$ cat src/hw/rtl/rms_onset_detector_assert.svh
// ----------------------------------------------------------------------------
// RMS onset detector assertion macros
// Shared concurrent assertion forms for the onset detector modules.
// ----------------------------------------------------------------------------
`ifndef RMS_ONSET_DETECTOR_ASSERT_SVH
`define RMS_ONSET_DETECTOR_ASSERT_SVH

// Same-cycle implication, disabled while reset is asserted.
`define ROD_ASSERT_IMP(name, clk, rst_n, ante, cons, msg) \
    name: assert property (@(posedge clk) disable iff (!rst_n) (ante) |-> (cons)) \
        else $error(msg);

// Next-cycle implication, disabled while reset is asserted.
`define ROD_ASSERT_NXT(name, clk, rst_n, ante, cons, msg) \
    name: assert property (@(posedge clk) disable iff (!rst_n) (ante) |=> (cons)) \
        else $error(msg);

`endif

$ cat src/hw/rtl/rod_pkg.sv
// ----------------------------------------------------------------------------
// RMS onset detector package
// Shared types, widths, reset values and helper functions.
// ----------------------------------------------------------------------------
package rod_pkg;

    localparam int MAX_WINDOW_DEF = 2048;
    localparam int INDEX_BITS_DEF = 24;

    localparam int SAMPLE_W = 16;
    localparam int WLEN_W   = 12;
    localparam int STEP_W   = 16;
    localparam int SEARCH_W = 24;
    localparam int ONSET_W  = 24;
    localparam int RISE_W   = 16;

    localparam int SQ_W      = 31;          // square of a 16-bit magnitude
    localparam int Q_W       = 31;          // mean square never exceeds 2^30
    localparam int RAD_W     = 32;
    localparam int ROOT_W    = RISE_W;
    localparam int ROOT_ITER = RAD_W / 2;
    localparam int REM_W     = ROOT_W + 2;

    localparam int QUEUE_DEPTH = 2;

    localparam int APB_ADDR_W = 4;
    localparam int APB_DATA_W = 32;

    localparam logic [1:0] REG_WINDOW_LEN = 2'd0;
    localparam logic [1:0] REG_STEP_LEN   = 2'd1;
    localparam logic [1:0] REG_SEARCH_END = 2'd2;

    localparam logic [WLEN_W-1:0]   WINDOW_LEN_RST = 12'd1200;
    localparam logic [STEP_W-1:0]   STEP_LEN_RST   = 16'd480;
    localparam logic [SEARCH_W-1:0] SEARCH_END_RST = 24'd0;

    typedef struct packed {
        logic signed [SAMPLE_W-1:0] sample;
        logic                       last;
    } item_t;

    typedef struct packed {
        logic [ONSET_W-1:0] onset_index;
        logic [RISE_W-1:0]  rise;
        logic               found;
    } result_t;

    typedef struct packed {
        logic [WLEN_W-1:0]   window_len;
        logic [STEP_W-1:0]   step_len;
        logic [SEARCH_W-1:0] search_end;
    } cfg_t;

    typedef struct packed {
        logic busy;
        logic done;
    } root_stat_t;

    typedef enum logic [3:0] {
        B_IDLE,
        B_CLASS,
        B_ADD,
        B_SUB,
        B_RC_READ,
        B_RC_SQ,
        B_RC_ACC,
        B_CHECK,
        B_ROOT,
        B_UPDATE,
        B_ADVANCE,
        B_FINISH
    } back_state_t;

    typedef enum logic [1:0] {
        R_IDLE,
        R_DIV,
        R_SQRT,
        R_FIN
    } root_state_t;

    function automatic logic [SQ_W-1:0] square(input logic signed [SAMPLE_W-1:0] s);
        logic [SAMPLE_W-1:0]   mag;
        logic [2*SAMPLE_W-1:0] prod;
        mag = s;
        if (s[SAMPLE_W-1])
        begin
            mag = ~mag + 1'b1;
        end
        prod = {{SAMPLE_W{1'b0}}, mag} * {{SAMPLE_W{1'b0}}, mag};
        return prod[SQ_W-1:0];
    endfunction

endpackage

$ cat src/hw/rtl/rod_queue.sv
// ----------------------------------------------------------------------------
// rod_queue
// Short first-in first-out queue between the front and back parts.
// ----------------------------------------------------------------------------
module rod_queue #(
    parameter int DATA_W = 8
) (
    input  logic              clk,
    input  logic              rst_n,
    input  logic              wr_en,
    input  logic [DATA_W-1:0] wr_data,
    input  logic              rd_en,
    output logic [DATA_W-1:0] rd_data,
    output logic              full,
    output logic              empty
);
    import rod_pkg::*;

    localparam int PTR_W = (QUEUE_DEPTH > 2) ? $clog2(QUEUE_DEPTH) : 1;
    localparam int CNT_W = $clog2(QUEUE_DEPTH + 1);

    logic [DATA_W-1:0] slot_reg [QUEUE_DEPTH];
    logic [PTR_W-1:0]  wr_ptr_reg, wr_ptr_next;
    logic [PTR_W-1:0]  rd_ptr_reg, rd_ptr_next;
    logic [CNT_W-1:0]  cnt_reg, cnt_next;
    logic              do_wr, do_rd;

    assign full    = (cnt_reg == CNT_W'(QUEUE_DEPTH));
    assign empty   = (cnt_reg == '0);
    assign do_wr   = wr_en && !full;
    assign do_rd   = rd_en && !empty;
    assign rd_data = slot_reg[rd_ptr_reg];

    always_comb
    begin
        wr_ptr_next = wr_ptr_reg;
        rd_ptr_next = rd_ptr_reg;
        cnt_next    = cnt_reg;
        if (do_wr)
        begin
            wr_ptr_next = (wr_ptr_reg == PTR_W'(QUEUE_DEPTH - 1)) ? '0 : wr_ptr_reg + 1'b1;
        end
        if (do_rd)
        begin
            rd_ptr_next = (rd_ptr_reg == PTR_W'(QUEUE_DEPTH - 1)) ? '0 : rd_ptr_reg + 1'b1;
        end
        if (do_wr && !do_rd)
        begin
            cnt_next = cnt_reg + 1'b1;
        end
        else if (do_rd && !do_wr)
        begin
            cnt_next = cnt_reg - 1'b1;
        end
    end

    always_ff @(posedge clk or negedge rst_n)
    begin
        if (!rst_n)
        begin
            wr_ptr_reg <= '0;
            rd_ptr_reg <= '0;
            cnt_reg    <= '0;
        end
        else
        begin
            wr_ptr_reg <= wr_ptr_next;
            rd_ptr_reg <= rd_ptr_next;
            cnt_reg    <= cnt_next;
        end
    end

    always_ff @(posedge clk)
    begin
        if (do_wr)
        begin
            slot_reg[wr_ptr_reg] <= wr_data;
        end
    end

endmodule

$ cat config.mk
export PLATFORM = sky130hd
export DESIGN_NAME = rod_queue
export DESIGN_NICKNAME = d
export VERILOG_FILES = /design/src/hw/rtl/rms_onset_detector_assert.svh /design/src/hw/rtl/rod_pkg.sv /design/src/hw/rtl/rod_queue.sv
export SDC_FILE = /design/constraint.sdc
export NUM_CORES = 1
export LEC_CHECK = 0
export ABC_AREA = 1
export BUFFER_PORTS_ARGS = -buffer_cell sky130_fd_sc_hd__clkbuf_2
export CAP_MARGIN = 15
export CORE_MARGIN = 5
export CORE_UTILIZATION = 52
export CTS_BUF_LIST = sky130_fd_sc_hd__clkbuf_4 sky130_fd_sc_hd__clkbuf_8
export CTS_CLUSTER_DIAMETER = 30
export DETAILED_ROUTE_END_ITERATION = 10
export PLACE_DENSITY = 0.81
export REMOVE_ABC_BUFFERS = 1
export SYNTH_ARGS = -nofsm -noshare
export SYNTH_HDL_FRONTEND = slang
export SYNTH_SLANG_ARGS = --single-unit
$ cat constraint.sdc
create_clock -name clk -period 1.6 [get_ports clk]
set_input_delay 0.16 -clock clk [delete_from_list [all_inputs] [get_ports clk]]
set_output_delay 0.16 -clock clk [all_outputs]
set_load 0.01 [all_outputs]
==> Word level (Yosys, flattened, before mapping) <==
Memory sizes are Yosys's and may differ from the RTL's.
Cells that the tools add are included.
Widths: inputs -> output; s select.
{ "totals": {"ramBits": 16, "memories": 1, "rom_bits": 0, "latch_bits": 0, "output_inout_bits": 10, "register_bits": 4, "input_bits": 12} }
{ "classes": {"div": 0, "magnitude_cmp": 0, "n_eq_ne": 1, "shifts": 0, "n_reduce_logical": 10, "n_mul": 0, "n_bitwise": 0, "add_sub_neg": 4, "n_mux": 6} }
{ "mem_list": {"columns": ["name", "depth", "width", "read_ports", "rd_ports_with_merged_regs", "write_ports", "line", "source"], "rows": [
  ["slot_reg", 2, 8, 1, 0, 1, "rod_queue.sv:22", "logic [DATA_W-1:0] slot_reg [QUEUE_DEPTH];"]
]} }
{ "op_table": {"columns": ["cell", "n"], "rows": [
  ["$logic_and 1x1->1", 4],
  ["$logic_not 1->1", 4],
  ["$mux 1", 4],
  ["$mux 2", 2],
  ["$add 1x1->1 const B", 2],
  ["$add 2x1->2 const B", 1],
  ["$eq 2x2->1 const B", 1],
  ["$logic_not 2->1", 1],
  ["$reduce_bool 2->1", 1],
  ["$sub 2x1->2 const B", 1]
]} }

==> Depth between registers and ports, before layout <==
{ "logic_depth": {"depth_word": 7, "depth_mapped": 9} }

==> Worst setup path after synthesis <==
Ideal clock, no wire load.
{ "synth_timing": {"kind": "register to register", "start": "reg cnt_reg[1]", "end": "mem slot_reg[1][0] (enable)", "n_path_buf": 0, "slack_ns": 0.278, "arrival_time_ns": 0.951, "stages_incl_launch_ff": 4, "required_ns": 1.229, "cell_sequence": "dfrtp_1 inv_1 o21ai_0 nor2_1"} }
{ "synth_between": {"elab_chain_len": 5} }
{ "synth_lines": {"columns": ["element", "line", "source"], "rows": [
  ["start, declared", "rod_queue.sv:25", "logic [CNT_W-1:0] cnt_reg, cnt_next;"],
  ["start signal, assigned", "rod_queue.sv:69", "cnt_reg <= cnt_next;"],
  ["$eq 2x2->1", "rod_queue.sv:28", "assign full = (cnt_reg == CNT_W'(QUEUE_DEPTH));"],
  ["$logic_not 1->1", "rod_queue.sv:30", "assign do_wr = wr_en && !full;"],
  ["$logic_and 1x1->1", "rod_queue.sv:30", null],
  ["$mux 1", "rod_queue.sv:75", "if (do_wr)"],
  ["$mux 1 (not written as such)", "rod_queue.sv:77", "slot_reg[wr_ptr_reg] <= wr_data;"],
  ["end, declared", "rod_queue.sv:22", null]
]} }
Every way passes these cells.

==> Worst setup path in the final report <==
{ "layout_timing": {"start": "reg rd_ptr_reg", "end": "out rd_data[3]"} }
{ "layout_between": {"elab_chain_len": 1} }
{ "layout_lines": {"columns": ["element", "line", "source"], "rows": [
  ["start, declared", "rod_queue.sv:24", "logic [PTR_W-1:0] rd_ptr_reg, rd_ptr_next;"],
  ["start signal, assigned", "rod_queue.sv:68", "rd_ptr_reg <= rd_ptr_next;"],
  ["$mem_v2 2x8", null, null],
  ["end, declared", "rod_queue.sv:13", "output logic [DATA_W-1:0] rd_data,"]
]} }
Every way passes these cells.

==> reports/results.tsv <==
stage	metric	value	unit
synth	synth.avg_cell_area	11.1	sq um
synth	postSynthCellCount	73	
synth	yosys.area_share.adder	1.55	%
die	chipWidth	49.5	um
power_and_ir_drop	power.share.clock	21.6	%
detailed_routing	met3_wirelength	75	um
detailed_routing	via_count	573	
placement	numPortBuffers	21	
synth	seq_area_frac_synth	71.7	%
power_and_ir_drop	p_comb_share	34.1	%
job	cap_violations	0	
die	start_util	54.4	%
worst_setup_path	required	1440	ps
cts	clkLatencyLatePin	290	ps
synth	synth_top_family_by_area	simple AND/OR/NAND/NOR gates	
detailed_routing	antenna_left	0	
placement	dp.cells	111	
synth	yosysWarnings	0	
synth	yosys.area.top_type	edfxtp_1	
worst_setup_path	endpoint_kind	output port	
synth	post_synth_instance_area	810	sq um
sta	rsz0062_at_grt	false	
synth	synth_compound_area_share	1.24	%
synth	synth_xor_area_share	1.08	%
sta	tightestPinTransition	352	ps
sta	fin_skew	1.80	ps
placement	pre_cts_ws	207	ps
detailed_routing	wl_per_cell	12.6	um
detailed_routing	routed.top_layer	met4	
power_and_ir_drop	intPower	1.22	mW
worst_setup_path	cp_num_buf_inv	2	
synth	yosysMostFrequentCell	nand2_1	
cts	cts_sinks	20	
sta	hold_violations	0	
detailed_routing	drc	0	
outcome	status	completed	
worst_setup_path	critPathMaxFanout	10	
worst_setup_path	reg2reg_from	cnt_reg[0]	
synth	synth_top_area_share	59.4	%
die	die-area	0.00245	sq mm
die	num_io_pins	22	
worst_setup_path	start_kind	register	
synth	synthTopCellsByArea	edfxtp_1, nand2_1, dfrtp_1	
detailed_routing	first_pass_iters	4	
synth	ys_ff_latch	20	
power_and_ir_drop	sw_frac_of_total	34.4	%
cts	cts_buffer_depth	2	
final_layout	final_nets	114	
synth	synthArstFlopShare	20.0	%
power_and_ir_drop	ir_drop	0.00125	V
global_routing	track_usage	12.8	%
worst_setup_path	critical_path.max_stage_delay	570	ps
global_routing	grt_pass1_vias	544	
power_and_ir_drop	leakage	0.490	nW
synth	synth_common_cells	nand2_1, edfxtp_1, inv_1, dfrtp_1	
sta	finalWorstSetupSlack	148	ps
power_and_ir_drop	power.switching	0.643	mW
worst_setup_path	crit_path_start	rd_ptr_reg	
sta	fin_crit_sh	90.8	%
worst_setup_path	path_delay_family	flip-flops	
power_and_ir_drop	pwr-share-seq	44.3	%
final_layout	largest_reg_flops	16	
synth	synth.area.mux_share	0	%
cts	htree_levels	1	
detailed_routing	avgViaCountPerCell	4.94	
power_and_ir_drop	power_density	1850	mW/mm^2
worst_setup_path	rrSetupSlack	190	ps
detailed_routing	wl_met1	600	um
placement	gp_congestion	0.809	
global_routing	grt_overflow	0	
synth	yosysUniqueCellTypes	14	
global_routing	grt_pass1_wl	2420	um
worst_setup_path	crit_chain	inv_2 -> nand2_1 -> nand2_1 -> clkbuf_2	
detailed_routing	finalWirelength	1460	um
global_routing	grt_max_degree	13	
cts	cts_tree	built	
worst_setup_path	crit_path_top_delay_cell	dfrtp_1	
placement	dpl.hpwl	1130	um
cts	path_clk_slew	110	ps
cts	cts_buffers	3	
die	core	0.00149	sq mm
worst_setup_path	arrival	1290	ps
final_layout	fin_cells	116	
final_layout	diodes	0	
die	rows	14	
sta	report.final.slew_viol_count	0	
hold_path	hold_path_startpoint	wr_data[3]	
sta	setup_viol	0	
sta	fin_crit	1450	ps
sta	slew_headroom	76.5	%
synth	synth_edf_count	16	
synth	synth-simple-area-share	20.1	%
global_routing	grt_antenna_before_repair	0	
sta	finalSetupTns	0	ps
hold_path	hp-class	input port to register	
detailed_routing	drt_iter0_drc	6	
detailed_routing	wl_met2	770	um
final_layout	syn_to_final_growth	24.4	%
cts	cts-root-buf	clkbuf_4	
final_layout	drive_gt1_share	30.0	%
worst_setup_path	critPathKind	register to output port	
worst_setup_path	cpMostUsedCell	nand2_1	
sta	fmax	689	MHz
die	die_h	49.5	um
synth	synthFlopType	edfxtp_1	
==> cells in the final DEF (no fill, tap or decap), drive strengths merged <==
cell type    netlist  routed
buf                1       2
bufinv             0       1
clkbuf             0      24
dfrtp              4       4
dlygate4sd3        0       1
edfxtp            16      16
ha                 1       1
inv                8       8
nand2             33      33
nand3              1       1
nand3b             1       1
nand4              1       1
nor2               4       4
o21ai              2       2
xnor2              1       1
==> power by group through the flow <==
stage | Clock, mW | Sequential [mW] | Combinational, mW
3_5_place_dp | 0 | 0.837 | 0.646
4_1_cts | 0.407 | 0.825 | 0.650
6_report | 0.404 | 0.827 | 0.636
2_1_floorplan | 0 | 0.809 | 0.406
5_1_grt | 0.440 | 0.843 | 0.721
3_3_place_gp | 0 | 0.828 | 0.622
==> path summary, 6_finish.rpt <==
path,to,cells past startpoint
max reg2reg,cnt_reg[1],6
max in group asynchronous,wr_ptr_reg,2
min in group asynchronous,rd_ptr_reg,2
min reg2reg,wr_ptr_reg,2
min,slot_reg[1][3],1
max,rd_data[3],4
==> final cells by class <==
cell class | instances | area, sq um
tap | 16 | 20.0
timing repair buffer | 24 | 130
multi-input combinational | 44 | 194
clock inverter | 1 | 30.0
sequential | 20 | 581
inverter | 8 | 30.0
fill | 108 | 482
clock buffer | 3 | 22.5
==> routing by layer <==
| metal | vias up | track usage, % |
|---|---|---|
| li1 | 289 | - |
| met4 | 0 | 3.93 |
| met5 | - | 0 |
| met3 | 2 | 3.31 |
| met2 | 13 | 21.7 |
| met1 | 269 | 16.1 |
==> per-stage QoR <==
step / power (mW) / util (%) / area [sq um] / hold WS (ps)
final: 1.87 / 67.6 / 1010 / 50.0
after CTS: 1.88 / 67.6 / 1010 / 49.5
after floorplan: 1.21 / - / 805 / -136
after global placement: 1.45 / 63.4 / 945 / -25.4
after detailed placement: 1.48 / 63.4 / 945 / -26.1
after global routing: 2.00 / 67.6 / 1010 / 30.6
==> timing repair <==
action                                 4_1_cts  5_1_grt
endpoints found under the hold margin        4        0
gates resized for setup                      0        0
hold buffers                                 1        0
setup buffers                                0        0
==> logic make-up (layout without fill, tap and decap cells) <==
| logic type | Yosys count | count (layout) |
|---|---|---|
| compound gates | 2 | 2 |
| xor+xnor | 1 | 1 |
| fa+ha+maj | 1 | 1 |
| buf+inv | 9 | 36 |
| flops | 20 | 20 |
| simple gates | 40 | 40 |
(Power assumes the default switching activity.)
