## config.mk

```make
export PLATFORM = sky130hd
export DESIGN_NAME = rod_front
export DESIGN_NICKNAME = d
export VERILOG_FILES = /design/src/hw/rtl/rms_onset_detector_assert.svh /design/src/hw/rtl/rod_pkg.sv /design/src/hw/rtl/rod_front.sv
export SDC_FILE = /design/constraint.sdc
export NUM_CORES = 1
export LEC_CHECK = 0
export ABC_CLOCK_PERIOD_IN_PS = 1840
export BUFFER_PORTS_ARGS = -buffer_cell sky130_fd_sc_hd__clkbuf_2
export CAP_MARGIN = 20
export CELL_PAD_IN_SITES_DETAIL_PLACEMENT = 0
export CELL_PAD_IN_SITES_GLOBAL_PLACEMENT = 1
export CORE_MARGIN = 2
export CORE_UTILIZATION = 28
export DETAILED_ROUTE_END_ITERATION = 6
export PLACE_DENSITY = 0.76
export SYNTH_ARGS = -nofsm -noshare
export SYNTH_HDL_FRONTEND = slang
export SYNTH_SLANG_ARGS = --single-unit
```

## constraint.sdc

```tcl
create_clock -name clk -period 1.84 [get_ports clk]
set_input_delay 0.276 -clock clk [delete_from_list [all_inputs] [get_ports clk]]
set_output_delay 0.276 -clock clk [all_outputs]
set_load 0.1 [all_outputs]
```

## src/hw/rtl/rms_onset_detector_assert.svh

```systemverilog
// ----------------------------------------------------------------------------
// RMS onset detector assertion macros
// Shared concurrent assertion forms for the onset detector modules.
// ----------------------------------------------------------------------------
`ifndef RMS_ONSET_DETECTOR_ASSERT_SVH
`define RMS_ONSET_DETECTOR_ASSERT_SVH

// Same-cycle implication, disabled while reset is asserted.
`define ROD_ASSERT_IMP(name, clk, rst_n, ante, cons, msg) \
    name: assert property (@(posedge clk) disable iff (!rst_n) (ante) |-> (cons)) \
        else $error(msg);

// Next-cycle implication, disabled while reset is asserted.
`define ROD_ASSERT_NXT(name, clk, rst_n, ante, cons, msg) \
    name: assert property (@(posedge clk) disable iff (!rst_n) (ante) |=> (cons)) \
        else $error(msg);

`endif

```

## src/hw/rtl/rod_pkg.sv

```systemverilog
// ----------------------------------------------------------------------------
// RMS onset detector package
// Shared types, widths, reset values and helper functions.
// ----------------------------------------------------------------------------
package rod_pkg;

    localparam int MAX_WINDOW_DEF = 2048;
    localparam int INDEX_BITS_DEF = 24;

    localparam int SAMPLE_W = 16;
    localparam int WLEN_W   = 12;
    localparam int STEP_W   = 16;
    localparam int SEARCH_W = 24;
    localparam int ONSET_W  = 24;
    localparam int RISE_W   = 16;

    localparam int SQ_W      = 31;          // square of a 16-bit magnitude
    localparam int Q_W       = 31;          // mean square never exceeds 2^30
    localparam int RAD_W     = 32;
    localparam int ROOT_W    = RISE_W;
    localparam int ROOT_ITER = RAD_W / 2;
    localparam int REM_W     = ROOT_W + 2;

    localparam int QUEUE_DEPTH = 2;

    localparam int APB_ADDR_W = 4;
    localparam int APB_DATA_W = 32;

    localparam logic [1:0] REG_WINDOW_LEN = 2'd0;
    localparam logic [1:0] REG_STEP_LEN   = 2'd1;
    localparam logic [1:0] REG_SEARCH_END = 2'd2;

    localparam logic [WLEN_W-1:0]   WINDOW_LEN_RST = 12'd1200;
    localparam logic [STEP_W-1:0]   STEP_LEN_RST   = 16'd480;
    localparam logic [SEARCH_W-1:0] SEARCH_END_RST = 24'd0;

    typedef struct packed {
        logic signed [SAMPLE_W-1:0] sample;
        logic                       last;
    } item_t;

    typedef struct packed {
        logic [ONSET_W-1:0] onset_index;
        logic [RISE_W-1:0]  rise;
        logic               found;
    } result_t;

    typedef struct packed {
        logic [WLEN_W-1:0]   window_len;
        logic [STEP_W-1:0]   step_len;
        logic [SEARCH_W-1:0] search_end;
    } cfg_t;

    typedef struct packed {
        logic busy;
        logic done;
    } root_stat_t;

    typedef enum logic [3:0] {
        B_IDLE,
        B_CLASS,
        B_ADD,
        B_SUB,
        B_RC_READ,
        B_RC_SQ,
        B_RC_ACC,
        B_CHECK,
        B_ROOT,
        B_UPDATE,
        B_ADVANCE,
        B_FINISH
    } back_state_t;

    typedef enum logic [1:0] {
        R_IDLE,
        R_DIV,
        R_SQRT,
        R_FIN
    } root_state_t;

    function automatic logic [SQ_W-1:0] square(input logic signed [SAMPLE_W-1:0] s);
        logic [SAMPLE_W-1:0]   mag;
        logic [2*SAMPLE_W-1:0] prod;
        mag = s;
        if (s[SAMPLE_W-1])
        begin
            mag = ~mag + 1'b1;
        end
        prod = {{SAMPLE_W{1'b0}}, mag} * {{SAMPLE_W{1'b0}}, mag};
        return prod[SQ_W-1:0];
    endfunction

endpackage

```

## src/hw/rtl/rod_front.sv

```systemverilog
// ----------------------------------------------------------------------------
// rod_front
// Accepts sample beats, numbers them and flags those past the index limit.
// ----------------------------------------------------------------------------
module rod_front #(
    parameter  int INDEX_BITS = rod_pkg::INDEX_BITS_DEF,
    localparam int QDATA_W    = INDEX_BITS + 1 + $bits(rod_pkg::item_t)
) (
    input  logic                clk,
    input  logic                rst_n,
    input  logic                push,
    input  rod_pkg::item_t      item,
    output logic                full,
    input  logic                q_full,
    output logic                q_push,
    output logic [QDATA_W-1:0]  q_data
);
    import rod_pkg::*;

    logic [INDEX_BITS-1:0] count_reg, count_next;
    logic                  store;
    logic                  accept;

    // The all-ones index is the saturation point: such samples are not stored.
    assign store  = (count_reg != {INDEX_BITS{1'b1}});
    assign accept = push && !q_full;
    assign full   = q_full;
    assign q_push = accept;
    assign q_data = {count_reg, store, item};

    always_comb
    begin
        count_next = count_reg;
        if (accept)
        begin
            if (item.last)
            begin
                count_next = '0;
            end
            else if (store)
            begin
                count_next = count_reg + 1'b1;
            end
        end
    end

    always_ff @(posedge clk or negedge rst_n)
    begin
        if (!rst_n)
        begin
            count_reg <= '0;
        end
        else
        begin
            count_reg <= count_next;
        end
    end

endmodule

```

== Yosys cells after proc, flatten, opt, wreduce, memory -nomap -nowiden ==
Index checks and enable logic that the tools add are counted.

* Add/subtract/negate cells: 1
* Equal/unequal tests: 1
* Muxes and demuxes: 2
* Reduce and logical (&&, ||, !) cells: 4

{| class="wikitable"
|+ Operator list
! operator !! number
|-
| 24-bit two-way mux || 2
|-
| 24-bit by 1-bit adder with 24-bit output, second input constant || 1
|-
| 24-bit inequality test, second input constant || 1
|-
| 2-bit AND reduction || 1
|-
| 2-bit nonzero test || 1
|-
| 1-bit logical AND || 1
|-
| 1-bit logical NOT || 1
|}

* Output and inout port bits: 44
* Bits of input ports: 21
* Word-level logic and storage cells: 9
* Flip-flop bits (word level): 24

== Logic depth before layout (Yosys ltp) ==
Gate-level depths: netlist (run 1).

* Depth after elaboration: 3
* Mapped depth: 7

== Least setup slack after synthesis (run 1) ==
Ideal clock, no wire load.

* Kind: flip-flop to flip-flop
* Start point: register count_reg[0]
* End point: register count_reg[21]
* Setup slack: -727 ps
* Cell stages (with the launch flop): 7
* Data required time: 1704 ps
* Data arrival time: 2430 ps
* Clock period less this slack: 2567 ps
* Setup time: 136 ps
* Cell sequence: dfrtp_1 > ha_1 > and4_1 > nand3_1 > nand3b_2 > nand3_1 > or3b_2

* Cells in the longest elaborated chain, start to end: 3

{| class="wikitable"
|+ Ends and longest elaborated chain
! item !! line !! text
|-
| from (decl) || rod_front.sv:20 || <nowiki>logic [INDEX_BITS-1:0] count_reg, count_next;</nowiki>
|-
| from (signal assigned) || rod_front.sv:55 || <nowiki>count_reg <= count_next;</nowiki>
|-
| 24-bit inequality test || rod_front.sv:25 || <nowiki>assign store = (count_reg != {INDEX_BITS{1'b1}});</nowiki>
|-
| named net store || rod_front.sv:21 || <nowiki>logic store;</nowiki>
|-
| 2-bit nonzero test (no line) || - ||
|-
| 2-bit AND reduction (no line) || - ||
|}

The timed path passes the listed nets, and every way through them passes these cells. The select of a mux whose other input is x is not followed.
A chain may end at the register's enable or synchronous reset.

== Worst setup path after layout (run 1) ==
* Start point: register count_reg[1]
* End point: output port q_data[17]

* Cells in the longest elaborated chain, start to end: 1

{| class="wikitable"
|+ Ends and longest elaborated chain
! item !! line !! text
|-
| 24-bit inequality test || rod_front.sv:25 ||
|-
| to (decl) || rod_front.sv:16 || <nowiki>output logic [QDATA_W-1:0] q_data</nowiki>
|}

Every way passes these cells.

==> flow_summary.ini, run 1 <==
[pwr]
power_w = 0.00166
power.density_nw_per_um2 = 669
p_leak_nw = 1.06
irDropWorstVdd_uv = 417

[sta]
tightest_slew_ns = 0.640
slew_headroom = 0.573
setup_viol = 3
skew_ns = 0.00388
rsz0062_at_grt = yes
slew_violations = 0
period_share = 1.05
fin_ws_ns = -0.0871
hold_viol_final = 0
timing.fmax_mhz = 519
post-route-min-period_ns = 1.93

[yosys]
syn_inst = 199
avgSynthCellArea_sq_um = 8.77
synth.top_cells.by_count = 24 x dfrtp_1, 20 x buf_4, 16 x nor3_1
ys_seq_elements = 24
synth.largest_area_cell = dfrtp_1
synth-edff-count = 0
synth.cell_area_sq_um = 1750
synth_area_leaders = dfrtp_1 34%, buf_4 8.6%, a221o_1 5.7%
post-synth-top-count-cell = dfrtp_1
async_flop_share = 1.00
ys_warn_count = 0
synth_top_area_frac = 0.344
seq_area_frac_synth = 0.344
synth_cell_types = 44
synth_flop_cell = dfrtp_1
synthesis.nets = 221

[global_routing]
grt_pass1_wl_um = 8290
grt_overflow = 0
track_usage = 0.143
grt_start_max_net_pins = 25
antenna_found_initial = 0
grt_pass1_vias = 1659

[final_layout]
drive_above_1_share = 0.524
antenna_cells = 0
utilization = 0.416
largest_reg_flops = 24
areaGrowthSynthToFinish_pct = 42.1
fin_nets = 272

[drt]
drt_first_pass_iters = 4
drt-wirelength-per-cell_um = 15.3
vias = 1745
routed_via_density = 5.40
ant_nets = 0
routed_wl_um = 4930
initialDrtViolationCount = 57
drc_errors = 0

[die]
die_w_um = 83.0
ios = 65
die_area_sq_um = 6880
std_cell_rows = 28
core_area_sq_um = 5960
fp.dieH_um = 83.0
initial_utilization = 0.293

[cts]
clk_latency_ns = 0.27
path_clk_slew_ns = 0.09
cts-buffers-inserted = 3
htreeDepth = 1
cts_tree = done
cts_root_buffer = clkbuf_8
cts_buffer_depth = 2
clock-sinks = 24

[setup_path]
crit_fanout = 3
required_ns = 1.56
reg2reg_depth = 8
rr_endpoint = count_reg[21]$_DFFE_PN0P_
startpoint_type = register
cp_slowest_cell = dfrtp_4
cp-endpoint = q_data[17]
critPathKind = reg -> out
cp-end-kind = output pin
critPathLaunch = count_reg[1]$_DFFE_PN0P_
r2r_slack_ns = -0.05
critPathArrivalTime_ns = 1.65
slowest_delay_ns = 0.43
crit_chain = ha_4 > and4_4 > buf_6 > nand3_4 > nand3b_4 > buf_6 > buf_12
cpMostUsedCell = buf_6
reg2reg_from = count_reg[1]$_DFFE_PN0P_

[run_status]
outcome = complete, but fails checks
failed_checks = setup timing

[job]
maxCapViolCount = 0

[placed_design]
post-place-ws_ns = -0.0964
gp_congestion = 0.786
dpl.hpwl_um = 3640
port_buffers = 32

[worst_hold_path]
hp-class = in -> async
[cell usage in the layout (no fill, tap or decap), types with 4 or more instances in the layout]
cell type   n
buf_4      42
clkbuf_2   29
dfrtp_4    18
nor3_1     15
nand2_1    12
a221o_1    10
nand4_1     9
nor2_1      9
inv_1       7
a21oi_1     6
dfrtp_2     6
and3_1      5
nand3_1     4
nor3b_1     4
a31oi_1     4
o21ai_0     4
buf_12      4
buf_6       4
[critical path, delay by kind of cell, from the launching register on]
kind	cells	cell delay, ns
adders and majority gates	1	0.13
DFF	1	0.43
buffers and inverters	3	0.39
and+or+nand+nor	3	0.43
[how the worst min path moves through the flow]
stage                     startpoint                         to  slack [ns]
after floorplan                rst_n  count_reg[10]$_DFFE_PN0P_       -0.02
final                          rst_n  count_reg[23]$_DFFE_PN0P_        0.01
after global placement         rst_n  count_reg[18]$_DFFE_PN0P_        0.33
after detailed placement       rst_n  count_reg[18]$_DFFE_PN0P_        0.34
after CTS                      rst_n  count_reg[18]$_DFFE_PN0P_        0.04
after global routing           rst_n  count_reg[18]$_DFFE_PN0P_        0.07
[timing repair]
| action | in CTS | in global routing |
|---|---|---|
| pin swaps | 6 | 4 |
| hold buffers | 0 | 0 |
| setup buffers | 4 | 1 |
| gates resized for setup | 8 | 13 |
| setup endpoints to repair | 8 | 13 |
[kinds of logic (layout without fill, tap and decap cells)]
logic type               count (synthesis)  in the layout  share of synthesized area
AO/OA/AOI/OAI                           51             51                      0.234
adder cells (fa/ha/maj)                  1              1                    0.00717
buffers and inverters                   40             89                      0.135
flip-flops                              24             24                      0.344
multiplexers                             3              3                     0.0172
AND/OR/NAND/NOR                         80             80                      0.262
[final cells by class]
class | instances | area (sq um)
fill | 611 | 3480
inverter | 7 | 26.3
tap | 75 | 93.8
multi-input combinational | 135 | 1060
clock buffer | 3 | 41.3
timing repair buffer | 79 | 586
sequential | 24 | 676
[stage by stage]
step	setup TNS [ns]	hold slack (ns)	instances	instance area [sq um]
final	-0.184	0.0127	323	2480
after global routing	-0.572	0.0709	323	2480
after CTS	-0.199	0.0400	322	2410
after detailed placement	-0.297	0.341	315	2280
after global placement	-0.119	0.330	315	2280
after floorplan	-2.04	-0.0196	199	1890
[routing by layer]
metal	track usage	routed length [um]
met5	0	0
met4	0.0492	68
met3	0.0209	244
met2	0.229	2280
met1	0.197	2340
[power by group]
part           switching, W  internal (W)  total [W]
Sequential        0.0000387      0.000594   0.000632
Clock              0.000170      0.000147   0.000317
Combinational      0.000539      0.000170   0.000709
Total              0.000749      0.000910    0.00166
No activity file was read; power rests on OpenSTA's default activity.
==> run 2, diff against run 1 <==
- SETUP_SLACK_MARGIN: unset -> 0.5
==> run 2 against run 1 <==
Net effect: the run still ends with setup timing left; clock skew decreased by 0.0014 ns; worst setup slack worse by 0.0053 ns; power increased by 17%; clock power increased by 19%; critical endpoint unchanged; largest power group unchanged; sequential share of layout area is 6.2 points lower; largest cell class is now non-clock buffers.
==> flow_summary.ini, run 2 (synthesized netlist as in run 1, its figures left out) <==
[sta]
timing.fmax_mhz = 517
skew_ns = 0.00244
fin_ws_ns = -0.0925
setup_viol = 4
slew_headroom = 0.567
slew_violations = 0
hold_viol_final = 0
rsz0062_at_grt = yes
period_share = 1.05
post-route-min-period_ns = 1.93
tightest_slew_ns = 0.649

[setup_path]
crit_family = flip-flops
critPathKind = reg -> out
critPathArrivalTime_ns = 1.66
crit_fanout = 2
startpoint_type = register
cp_slowest_cell = dfrtp_4
cp-end-kind = output pin
path_buf_inv = 3
crit_chain = ha_4 > and4_4 > buf_6 > nand3_4 > nand3b_4 > buf_6 > buf_12
required_ns = 1.56
reg2reg_depth = 8
slowest_delay_ns = 0.43
cp.depth = 7
cpMostUsedCell = buf_6

[drt]
routed_via_density = 5.35
drt-wirelength-per-cell_um = 16.0
routed_wl_um = 5580
top_layer_used = met4
initialDrtViolationCount = 92
drt_first_pass_iters = 4
vias = 1866
wl_met1_um = 2550
dr_wl_met2_um = 2690
ant_nets = 0
wl_met3_um = 248
drc_errors = 0

[run_status]
failed_checks = setup timing
outcome = complete, but fails checks

[cts]
htreeDepth = 1
path_clk_slew_ns = 0.09
cts_tree = done
postCtsHoldBufs = 0
cts_buffer_depth = 2
clk_latency_ns = 0.28
cts-buffers-inserted = 3
clock-sinks = 24
cts_root_buffer = clkbuf_8

[die]
die_w_um = 83.0
initial_utilization = 0.293
die_area_sq_um = 6880
fp.dieH_um = 83.0
ios = 65
core_area_sq_um = 5960
std_cell_rows = 28

[pwr]
irDropWorstVdd_uv = 369
power.density_nw_per_um2 = 605
power_w = 0.00194
p_leak_nw = 1.37

[global_routing]
grt_pass1_vias = 1845
track_usage = 0.161
grt_overflow = 0
grt_start_max_net_pins = 25
grt_pass1_wl_um = 9200
antenna_found_initial = 0

[placed_design]
gp_congestion = 0.816
dpl_cell_area_sq_um = 2290
port_buffers = 32
dp_cells = 316
dpl.hpwl_um = 3570

[final_layout]
drive_above_1_share = 0.609
largest_reg_flops = 24
areaGrowthSynthToFinish_pct = 84.1
fin_cells = 349
fin_nets = 297
fin_area_sq_um = 3210
layout_commonest_cell = buf_4
antenna_cells = 0
final_cell_mix = 46 x buf_4, 24 x buf_6, 18 x dfrtp_4, 15 x clkbuf_16, 14 x nor3_1

[job]
maxCapViolCount = 0

[worst_hold_path]
hp-class = in -> async
==> run 2: changes by cell type in the layout (fill, tap and decap cells not counted), sizes merged <==
cell    change
buf        +27
clkbuf      -1
==> run 2: path summary, 6_finish.rpt <==
path,to,slack [ns],start
worst max register to register,count_reg[17]$_DFFE_PN0P_,-0.03,count_reg[1]$_DFFE_PN0P_
min in group clk,count_reg[20]$_DFFE_PN0P_,0.49,push
worst min register to register,count_reg[4]$_DFFE_PN0P_,0.57,count_reg[4]$_DFFE_PN0P_
max in group asynchronous,count_reg[5]$_DFFE_PN0P_,1.35,rst_n
worst min-delay path,count_reg[18]$_DFFE_PN0P_,0.007,rst_n
worst max-delay path,q_data[17],-0.09,count_reg[1]$_DFFE_PN0P_
==> run 2: worst register-to-register path: stages, from the launching register on <==
cell	delay, ns
dfrtp_4	0.43
ha_4	0.14
and4_4	0.21
buf_6	0.10
nand3_4	0.05
nand3b_4	0.16
buf_4	0.16
and4_1	0.18
a221o_1	0.32
==> run 2: what timing repair did <==
item                       in CTS  in global routing
setup buffers                  21                  8
setup endpoints to repair      50                 44
resized for setup             104                 16
pin swaps                      28                  9
==> run 2: power breakdown <==
part	leakage [nW]	internal [W]	switching, W	total, W
Sequential	0.271	0.000594	0.0000502	0.000644
Combinational	1.08	0.000356	0.000568	0.000924
Clock	0.0288	0.000192	0.000185	0.000377
==> run 2: routing by layer <==
metal	up-vias	track usage
met5	-	0
met4	0	0.0447
met3	11	0.0388
met2	38	0.260
met1	921	0.214
li1	896	-
==> run 2: layout make-up <==
type                       instances  area [sq um]
multi-input combinational        135          1150
inverter                           7          26.3
sequential                        24           676
fill                             544          2740
clock buffer                       4          55.1
timing repair buffer             104          1210
tap                               75          93.8
==> run 2: through the flow <==
| step | utilization | worst slack, ns | hold WS (ns) | setup TNS, ns |
|---|---|---|---|---|
| floorplan | - | -0.225 | -0.0196 | -2.05 |
| global placement | 0.384 | -0.0383 | 0.330 | -0.0806 |
| detailed placement | 0.384 | -0.0795 | 0.331 | -0.254 |
| CTS | 0.516 | -0.103 | 0.0296 | -0.176 |
| global route | 0.539 | -0.162 | 0.0563 | -0.934 |
| finish | 0.539 | -0.0925 | 0.00706 | -0.171 |
==> run 3, diff against run 2 <==
==> constraint.sdc (replaced) <==
create_clock -name clk -period 1.84 [get_ports clk]
set_input_delay 0.368 -clock clk [delete_from_list [all_inputs] [get_ports clk]]
set_output_delay 0.368 -clock clk [all_outputs]
set_load 0.1 [all_outputs]
==> run 3 against run 2 <==
Net effect: the run still ends with setup timing left; non-clock buffer count is 3 higher; first-iteration DRC count is 6.5% lower; power grew 2.1%; die area is the same; combinational power rose by 11%; clock skew hardly changed; routed wire length increased by 8.8%; sequential power decreased by 1%; critical path depth unchanged; worst setup slack got worse by 0.12 ns; critical path type unchanged.
==> flow_summary.ini, run 3 (synthesized netlist as in run 1, its figures left out) <==
[setup_path]
required_ns = 1.47
crit_fanout = 2
crit_chain = ha_4 > and4_4 > buf_6 > nand3_4 > nand3b_4 > buf_12 > buf_12
path_buf_inv = 3
reg2reg_from = count_reg[1]$_DFFE_PN0P_
cp_slowest_cell = dfrtp_4
cp.depth = 7
startpoint_type = register
rr_endpoint = count_reg[21]$_DFFE_PN0P_
slowest_delay_ns = 0.43
r2r_slack_ns = -0.18
reg2reg_depth = 10
cp-end-kind = output pin
cp-endpoint = q_data[17]
crit_family = simple AND/OR/NAND/NOR gates
cpMostUsedCell = buf_12
critPathLaunch = count_reg[1]$_DFFE_PN0P_
critPathKind = reg -> out
critPathArrivalTime_ns = 1.68

[sta]
slew_violations = 0
fin_ws_ns = -0.209
fin_tns_setup_ns = -1.04
timing.fmax_mhz = 488
post-route-min-period_ns = 2.05
rsz0062_at_grt = yes
skew_ns = 0.00195
slew_headroom = 0.556
hold_viol_final = 0
period_share = 1.11
tightest_slew_ns = 0.666
setup_viol = 12

[pwr]
power.density_nw_per_um2 = 592
p_leak_nw = 1.43
irDropWorstVdd_uv = 393

[worst_hold_path]
hp-class = in -> async

[cts]
cts_root_buffer = clkbuf_8
clock-sinks = 24
cts_tree = done
postCtsHoldBufs = 0
cts-buffers-inserted = 3
clk_latency_ns = 0.27
htreeDepth = 1
path_clk_slew_ns = 0.09
cts_buffer_depth = 2

[placed_design]
post-place-ws_ns = -0.0667
port_buffers = 32
dpl.hpwl_um = 3720
gp_congestion = 0.794

[global_routing]
grt_start_max_net_pins = 25
grt_pass1_wl_um = 9760
antenna_found_initial = 0
grt_overflow = 0
grt_pass1_vias = 1955
track_usage = 0.172

[final_layout]
largest_reg_flops = 24
antenna_cells = 0
areaGrowthSynthToFinish_pct = 92.3
layout_commonest_cell = buf_4
drive_above_1_share = 0.605
final_cell_mix = 40 x buf_4, 32 x buf_6, 22 x clkbuf_16, 18 x dfrtp_4, 16 x nor3_1
fin_nets = 300

[job]
maxCapViolCount = 0

[die]
std_cell_rows = 28
initial_utilization = 0.293
die_w_um = 83.0
ios = 65
core_area_sq_um = 5960
die_area_sq_um = 6880
fp.dieH_um = 83.0

[drt]
drt-wirelength-per-cell_um = 17.3
drt_first_pass_iters = 4
ant_nets = 0
routed_via_density = 5.51
vias = 1935
initialDrtViolationCount = 86
routed_wl_um = 6070
drc_errors = 0

[run_status]
failed_checks = setup timing
outcome = complete, but fails checks
## run 3: cell types whose count changed in the layout (fill, tap and decap cells not counted), sizes merged
cell and delta:
clkbuf -1, buf +3
## run 3: worst min path at each step
stage	from	to	slack (ns)	depth (start not counted)
after detailed placement	rst_n	count_reg[16]$_DFFE_PN0P_	0.43	1
after global routing	rst_n	count_reg[16]$_DFFE_PN0P_	0.15	1
after CTS	rst_n	count_reg[16]$_DFFE_PN0P_	0.14	1
final	rst_n	count_reg[16]$_DFFE_PN0P_	0.11	1
after floorplan	rst_n	count_reg[10]$_DFFE_PN0P_	0.07	0
after global placement	rst_n	count_reg[16]$_DFFE_PN0P_	0.43	1
## run 3: per-layer routing
metal | wire length, um | vias up | global-route usage
li1 | - | 901 | -
met1 | 2640 | 952 | 0.226
met2 | 3020 | 68 | 0.293
met3 | 326 | 14 | 0.0328
met4 | 93 | 0 | 0.0373
met5 | 0 | - | 0
## run 3: report_power, final
group          switching, W  internal, W
Combinational      0.000597     0.000429
Clock              0.000177     0.000147
Sequential        0.0000431     0.000594
Total              0.000816      0.00117
## run 3: layout make-up
cell class | instances | area (sq um)
Clock buffer | 3 | 41.3
Fill cell | 488 | 2600
Inverter | 7 | 26.3
Multi-Input combinational cell | 135 | 1130
Sequential cell | 24 | 676
Tap cell | 75 | 93.8
Timing Repair Buffer | 107 | 1390
## run 3: per-stage QoR
step                instances  total power, W  hold slack (ns)  area [sq um]  utilization
floorplan                 199         0.00133           0.0724          1920            -
global placement          316         0.00135            0.432          2330        0.391
detailed placement        316         0.00136            0.433          2330        0.391
CTS                       339         0.00193            0.137          3180        0.534
global route              351         0.00207            0.153          3360        0.563
finish                    351         0.00199            0.106          3360        0.563
## run 3: repair_timing
action / in CTS / in global routing
pin swaps: 27 / 8
endpoints found under the setup margin: 50 / 49
gates resized for setup: 112 / 19
buffers inserted: 20 / 12
## run 3: worst reg2reg max path, cell delays in order, from the launching register on
cell and delay, ns:
dfrtp_4 0.43, ha_4 0.14, and4_4 0.22, buf_6 0.11, nand3_4 0.05, nand3b_4 0.18
buf_4 0.15, buf_6 0.10, buf_6 0.12, nand3_1 0.06, or3b_4 0.36
